**src/rtl/lce_pkg.sv**
```systemverilog
package lce_pkg;

	localparam int ENTRIES_DEF = 16;
	localparam int KEY_WIDTH_DEF = 32;
	localparam int CNT_W = 5;
	localparam int SIZE_W = 32;
	localparam int STAMP_W = 32;
	localparam int BYTES_W = 36;

	typedef enum logic [1:0] {
		OP_ACCESS = 2'd0,
		OP_REMOVE = 2'd1,
		OP_CLEAR  = 2'd2,
		OP_PIN    = 2'd3
	} op_t;

	typedef enum logic [2:0] {
		K_HIT      = 3'd0,
		K_INSERTED = 3'd1,
		K_EVICTED  = 3'd2,
		K_REMOVED  = 3'd3,
		K_NOTFOUND = 3'd4,
		K_FULL     = 3'd5,
		K_DONE     = 3'd6
	} kind_t;

	typedef enum logic [2:0] {
		ST_IDLE,
		ST_SCAN,
		ST_APPLY,
		ST_ESCAN,
		ST_EDEC,
		ST_EMIT,
		ST_FINAL
	} state_t;

	typedef struct packed {
		logic [1:0]  opcode;
		logic [31:0] key;
		logic [31:0] size_bytes;
		logic        pin;
	} in_word_t;

	typedef struct packed {
		logic [2:0]  kind;
		logic [31:0] out_key;
		logic [31:0] out_size;
		logic [4:0]  entry_count;
		logic [35:0] resident_bytes;
		logic        last;
	} out_word_t;

	// command from sequencer to every cell
	typedef struct packed {
		logic scan;     // shift scan token down the chain
		logic start;    // load first scan token
		logic clear;    // drop all entries
		logic write;    // write the selected slot
		logic inval;    // invalidate selected slot
		logic set_pin;  // replace pin of selected slot
		logic stamp;    // refresh stamp of selected slot
	} cell_cmd_t;

endpackage

```
**src/rtl/lce_cell.sv**
```systemverilog
// One directory slot. Scan records travel from cell i to cell i+1 each cycle.
module lce_cell #(
	parameter int KW = 32,
	parameter int IW = 4
) (
	input  logic                   clk,
	input  logic                   arst_n,
	input  logic [IW-1:0]          idx,
	input  lce_pkg::cell_cmd_t     cmd,
	input  logic [IW-1:0]          sel,
	input  logic [KW-1:0]          wr_key,
	input  logic [31:0]            wr_size,
	input  logic [31:0]            wr_stamp,
	input  logic                   wr_pin,
	input  logic [KW-1:0]          find_key,
	input  logic [31:0]            counter,
	// scan record in from previous cell
	input  logic                   tok_i,
	input  logic                   hit_i,
	input  logic [IW-1:0]          hit_idx_i,
	input  logic                   free_i,
	input  logic [IW-1:0]          free_idx_i,
	input  logic                   old_i,
	input  logic [IW-1:0]          old_idx_i,
	input  logic [31:0]            old_age_i,
	input  logic [4:0]             cnt_i,
	output logic                   tok_o,
	output logic                   hit_o,
	output logic [IW-1:0]          hit_idx_o,
	output logic                   free_o,
	output logic [IW-1:0]          free_idx_o,
	output logic                   old_o,
	output logic [IW-1:0]          old_idx_o,
	output logic [31:0]            old_age_o,
	output logic [4:0]             cnt_o,
	output logic [KW-1:0]          key_o,
	output logic [31:0]            size_o,
	output logic                   pin_o
);
	import lce_pkg::*;

	logic          valid_q;
	logic [KW-1:0] key_q;
	logic [31:0]   size_q;
	logic [31:0]   stamp_q;
	logic          pin_q;
	logic [31:0]   age;
	logic          me;

	assign me = (sel == idx);
	assign age = counter - stamp_q;

	always_ff @(posedge clk or negedge arst_n) begin
		if (!arst_n) begin
			valid_q <= 1'b0;
		end else if (cmd.clear) begin
			valid_q <= 1'b0;
		end else if (me && cmd.write) begin
			valid_q <= 1'b1;
		end else if (me && cmd.inval) begin
			valid_q <= 1'b0;
		end
	end

	always_ff @(posedge clk) begin
		if (me && cmd.write) begin
			key_q   <= wr_key;
			size_q  <= wr_size;
			pin_q   <= wr_pin;
		end
		if (me && (cmd.write || cmd.stamp)) begin
			stamp_q <= wr_stamp;
		end
		if (me && cmd.set_pin) begin
			pin_q <= wr_pin;
		end
	end

	always_ff @(posedge clk or negedge arst_n) begin
		if (!arst_n) begin
			tok_o <= 1'b0;
		end else begin
			tok_o <= cmd.scan & (cmd.start | tok_i);
		end
	end

	always_ff @(posedge clk) begin
		if (cmd.start) begin
			hit_o      <= valid_q && (key_q == find_key);
			hit_idx_o  <= idx;
			free_o     <= !valid_q;
			free_idx_o <= idx;
			old_o      <= valid_q;
			old_idx_o  <= idx;
			old_age_o  <= age;
			cnt_o      <= {4'd0, valid_q};
		end else begin
			hit_o      <= hit_i || (valid_q && (key_q == find_key));
			hit_idx_o  <= hit_i ? hit_idx_i : idx;
			free_o     <= free_i || !valid_q;
			free_idx_o <= free_i ? free_idx_i : idx;
			if (valid_q && (!old_i || age > old_age_i)) begin
				old_o     <= 1'b1;
				old_idx_o <= idx;
				old_age_o <= age;
			end else begin
				old_o     <= old_i;
				old_idx_o <= old_idx_i;
				old_age_o <= old_age_i;
			end
			cnt_o <= cnt_i + {4'd0, valid_q};
		end
	end

	assign key_o  = key_q;
	assign size_o = size_q;
	assign pin_o  = pin_q;

endmodule

```
**config.mk**
```make
export PLATFORM = sky130hd
export DESIGN_NAME = lce_cell
export DESIGN_NICKNAME = d
export VERILOG_FILES = /design/src/rtl/lce_pkg.sv /design/src/rtl/lce_cell.sv
export SDC_FILE = /design/constraint.sdc
export NUM_CORES = 1
export LEC_CHECK = 0
export BUFFER_PORTS_ARGS = -buffer_cell sky130_fd_sc_hd__buf_2
export CAP_MARGIN = 10
export CORE_MARGIN = 2
export CORE_UTILIZATION = 45
export DETAILED_ROUTE_END_ITERATION = 7
export GPL_TIMING_DRIVEN = 0
export PLACE_DENSITY = 0.85
export SLEW_MARGIN = 20
export SYNTH_ARGS = -nofsm -noshare
export SYNTH_HDL_FRONTEND = slang
export SYNTH_SLANG_ARGS = --single-unit
```
**constraint.sdc**
```tcl
create_clock -name clk -period 4.71 [get_ports clk]
set_input_delay 0.2355 -clock clk [delete_from_list [all_inputs] [get_ports clk]]
set_output_delay 0.2355 -clock clk [all_outputs]
set_load 0.02 [all_outputs]
```
==> results.cfg <==
[run_status]
status = finished, final reports clean

[logic_synthesis]
ys.flop_type = edfxtp_1
syn_nets = 942
synth_common_cells = 97 x edfxtp_1, 73 x inv_1, 65 x ha_1
synth.avg_cell_area_um2 = 11.9
synthCells = 645
synth_cell_type_count = 59
ys_ff_latch = 151
synth_edf_count = 97
synthesis.area_mm2 = 0.00770
synth_most_common_cell = edfxtp_1
synth_top_area_share_pct = 37.8
synth_area_leaders = edfxtp_1 38%, dfxtp_1 14%, ha_1 11%
yosysSeqAreaShare_pct = 52.0
synthArstFlopShare_pct = 1.32
yosysWarningCount = 0
synth_largest_area_cell = edfxtp_1

[route]
post_drt_wl_per_cell_um = 17.9
route.detailed.drc = 0
drt_iter0_markers = 338
ant_nets = 0
via_count = 6974
drtPass1Iterations = 5
wl_mm = 24.1
routed_via_density = 5.16

[sta]
finalClockSkew_ns = 0.0153
slew_headroom_pct = 50.4
finalHoldViolCount = 0
rsz0062_at_grt = false
max_freq_mhz = 227
tightest_slew_ns = 0.737
fin_crit_ns = 4.41
tns_ns = 0
fin_crit_sh_pct = 93.6
drv_slew = 0
setup_violations = 0

[clock_network]
clk_latency_ns = 0.43
cts_sinks = 151
root_buffer = clkbuf_16
clock_tree.buffer_depth = 2
htree_levels = 4
clk_pin_slew_ns = 0.07
cts_tree = done
cts_made_buffers = 17

[power_and_ir_drop]
total_power_uw = 3900
p_per_area_mw_per_mm2 = 340
p_leak_uw = 0.00528
peakVddDrop_v = 0.000297

[setup_path]
crit_chain = ha_1 > inv_1 > fa_1 > a21o_1 > a221o_1 > a21oi_4 > nor4_2 > o31ai_1 > a21oi_1 > xor2_1 > ha_1 > a21o_1 > a21oi_1 > o21ai_0 > nor4_2 > a21oi_4 > buf_12 > mux2_4
max_stage_delay_ns = 0.42
r2r-end = old_age_o[28]
critPathArrivalTime_ns = 4.71
worstSetupEndpointType = flop
worstSetupPathType = flop to flop
cp.required_ns = 5.02
cp_slowest_cell = nor4_2
crit_buf_inv = 2
start_kind = flop
cpLargestDelayFamily = compound AO/OA/AOI/OAI gates
r2r-start = stamp_q[0]
r2r_slack_ns = 0.30
critPathMaxFanout = 10
reg2regPathDepth = 18

[placement]
place_area_mm2 = 0.00976
dp.cells = 1214
io_buffers = 347
dp_hpwl_mm = 17.4
place_congestion = 0.920

[min_path]
hold_depth = 2
min_to = tok_o
min-delay-path-class = input port to flop
hold_path_startpoint = tok_i

[floorplan]
row_count = 47
io_pins = 349
fp.dieH_um = 135
die_area_mm2 = 0.0182
coreArea_mm2 = 0.0166
start_util_pct = 46.3
die_w_um = 135

[grt]
antenna_found_initial = 5
grt_usage_pct = 25.9
grt_pass1_wl_mm = 35.7
grt_overflow_total = 0
grt_start_max_net_pins = 44
grt_pass1_vias = 7187

[layout]
drive_above_1_share_pct = 40.4
final_cell_count_no_fill = 1352
n_fill_cell = 1167
syn_to_final_growth_pct = 48.6
stdcell_area_mm2 = 0.0114
final_nets = 1412

[flow_run]
drv_cap = 0
routing by layer:
metal / track usage (%) / wire, um / up-vias / part of all wire, %
met1: 27.8 / 8760 / 3291 / 36
met3: 6.57 / 1800 / 65 / 7.5
met5: 0 / 23 / - / 0.095
met2: 48.2 / 12800 / 346 / 53
li1: - / - / 3268 / -
met4: 10.8 / 759 / 4 / 3.1
worst reg2reg max path, stage by stage (launching register included):
cell,delay (ns)
edfxtp_1,0.33
ha_1,0.18
inv_1,0.06
fa_1,0.39
a21o_1,0.19
a221o_1,0.41
a21oi_4,0.22
nor4_2,0.09
o31ai_1,0.25
a21oi_1,0.13
xor2_1,0.25
ha_1,0.29
a21o_1,0.16
a21oi_1,0.14
o21ai_0,0.12
nor4_2,0.42
a21oi_4,0.17
buf_12,0.19
mux2_4,0.30
sequential cells by signal, indices dropped and copies added, names as in the netlist:
name	flops
key_o	32
old_age_o	32
size_o	32
stamp_q	32
cnt_o	5
free_idx_o	4
hit_idx_o	4
old_idx_o	4
free_o	1
hit_o	1
old_o	1
pin_o	1
tok_o	1
valid_q	1
worst max path at each step:
stage,startpoint,end,slack [ns],cells after the start
finish,stamp_q[0],old_age_o[28],0.30,18
global route,stamp_q[0],old_age_o[28],0.03,18
CTS,stamp_q[0],old_age_o[1],0.09,18
detailed placement,counter[0],old_idx_o[1],-0.35,20
global placement,counter[0],old_idx_o[0],-0.31,20
floorplan,stamp_q[0],old_idx_o[0],0.61,18
final cells by class:
type                    count  area (um2)  area share, %
flip-flops and latches    151        4000           35.0
multi-input cells         411        3400           29.7
diodes                      4        10.0         0.0875
well taps                 220         275           2.40
clock buffers              18         429           3.75
repair buffers            451        2800           24.5
inverters                  73         274           2.39
clock inverters            14         176           1.54
plain buffers              10        76.3          0.667
cells in the final DEF (no fill, tap or decap), drive strengths merged, types with 15 or more instances in the layout:
cell type and instances:
edfxtp 97, clkbuf 22, mux2 44, xor2 30, dlygate4sd3 99, xnor2 40, o21ai 17, a21oi 46
nor2 15, nand3 16, ha 65, inv 83, buf 358, dfxtp 52, nand2 24
what timing repair did:
| item | CTS | global route |
|---|---|---|
| gates resized for setup | 1 | 9 |
| hold buffers | 99 | 0 |
| pin swaps | 1 | 5 |
| endpoints found under the hold margin | 100 | 0 |
| setup buffers | 1 | 2 |
| setup endpoints to repair | 36 | 36 |
cell families (layout without fill, tap and decap cells):
group	after synthesis	after routing	share of synthesized area [%]
AO/OA/AOI/OAI	113	113	10.1
XOR/XNOR	70	70	7.96
adder cells (fa/ha/maj)	66	66	10.8
buffers and inverters	83	566	4.39
flip-flops	151	151	52.0
multiplexers	45	45	6.61
other	0	4	0
AND/OR/NAND/NOR	117	117	8.09
metrics by stage:
stage                     util, %  hold slack, ns  setup WS [ns]
final                        68.8          0.0269          0.302
after global routing         68.7          0.0263         0.0282
after CTS                    68.3          0.0166         0.0912
after detailed placement     58.7          0.0490         -0.354
after global placement       58.4          0.0488         -0.313
after floorplan                 -         -0.0601          0.607
power by group:
part	switching, uW	internal (uW)
Clock	631	810
Sequential	31.8	1510
Combinational	491	426
Note: power is estimated with default switching activity, not from simulation.
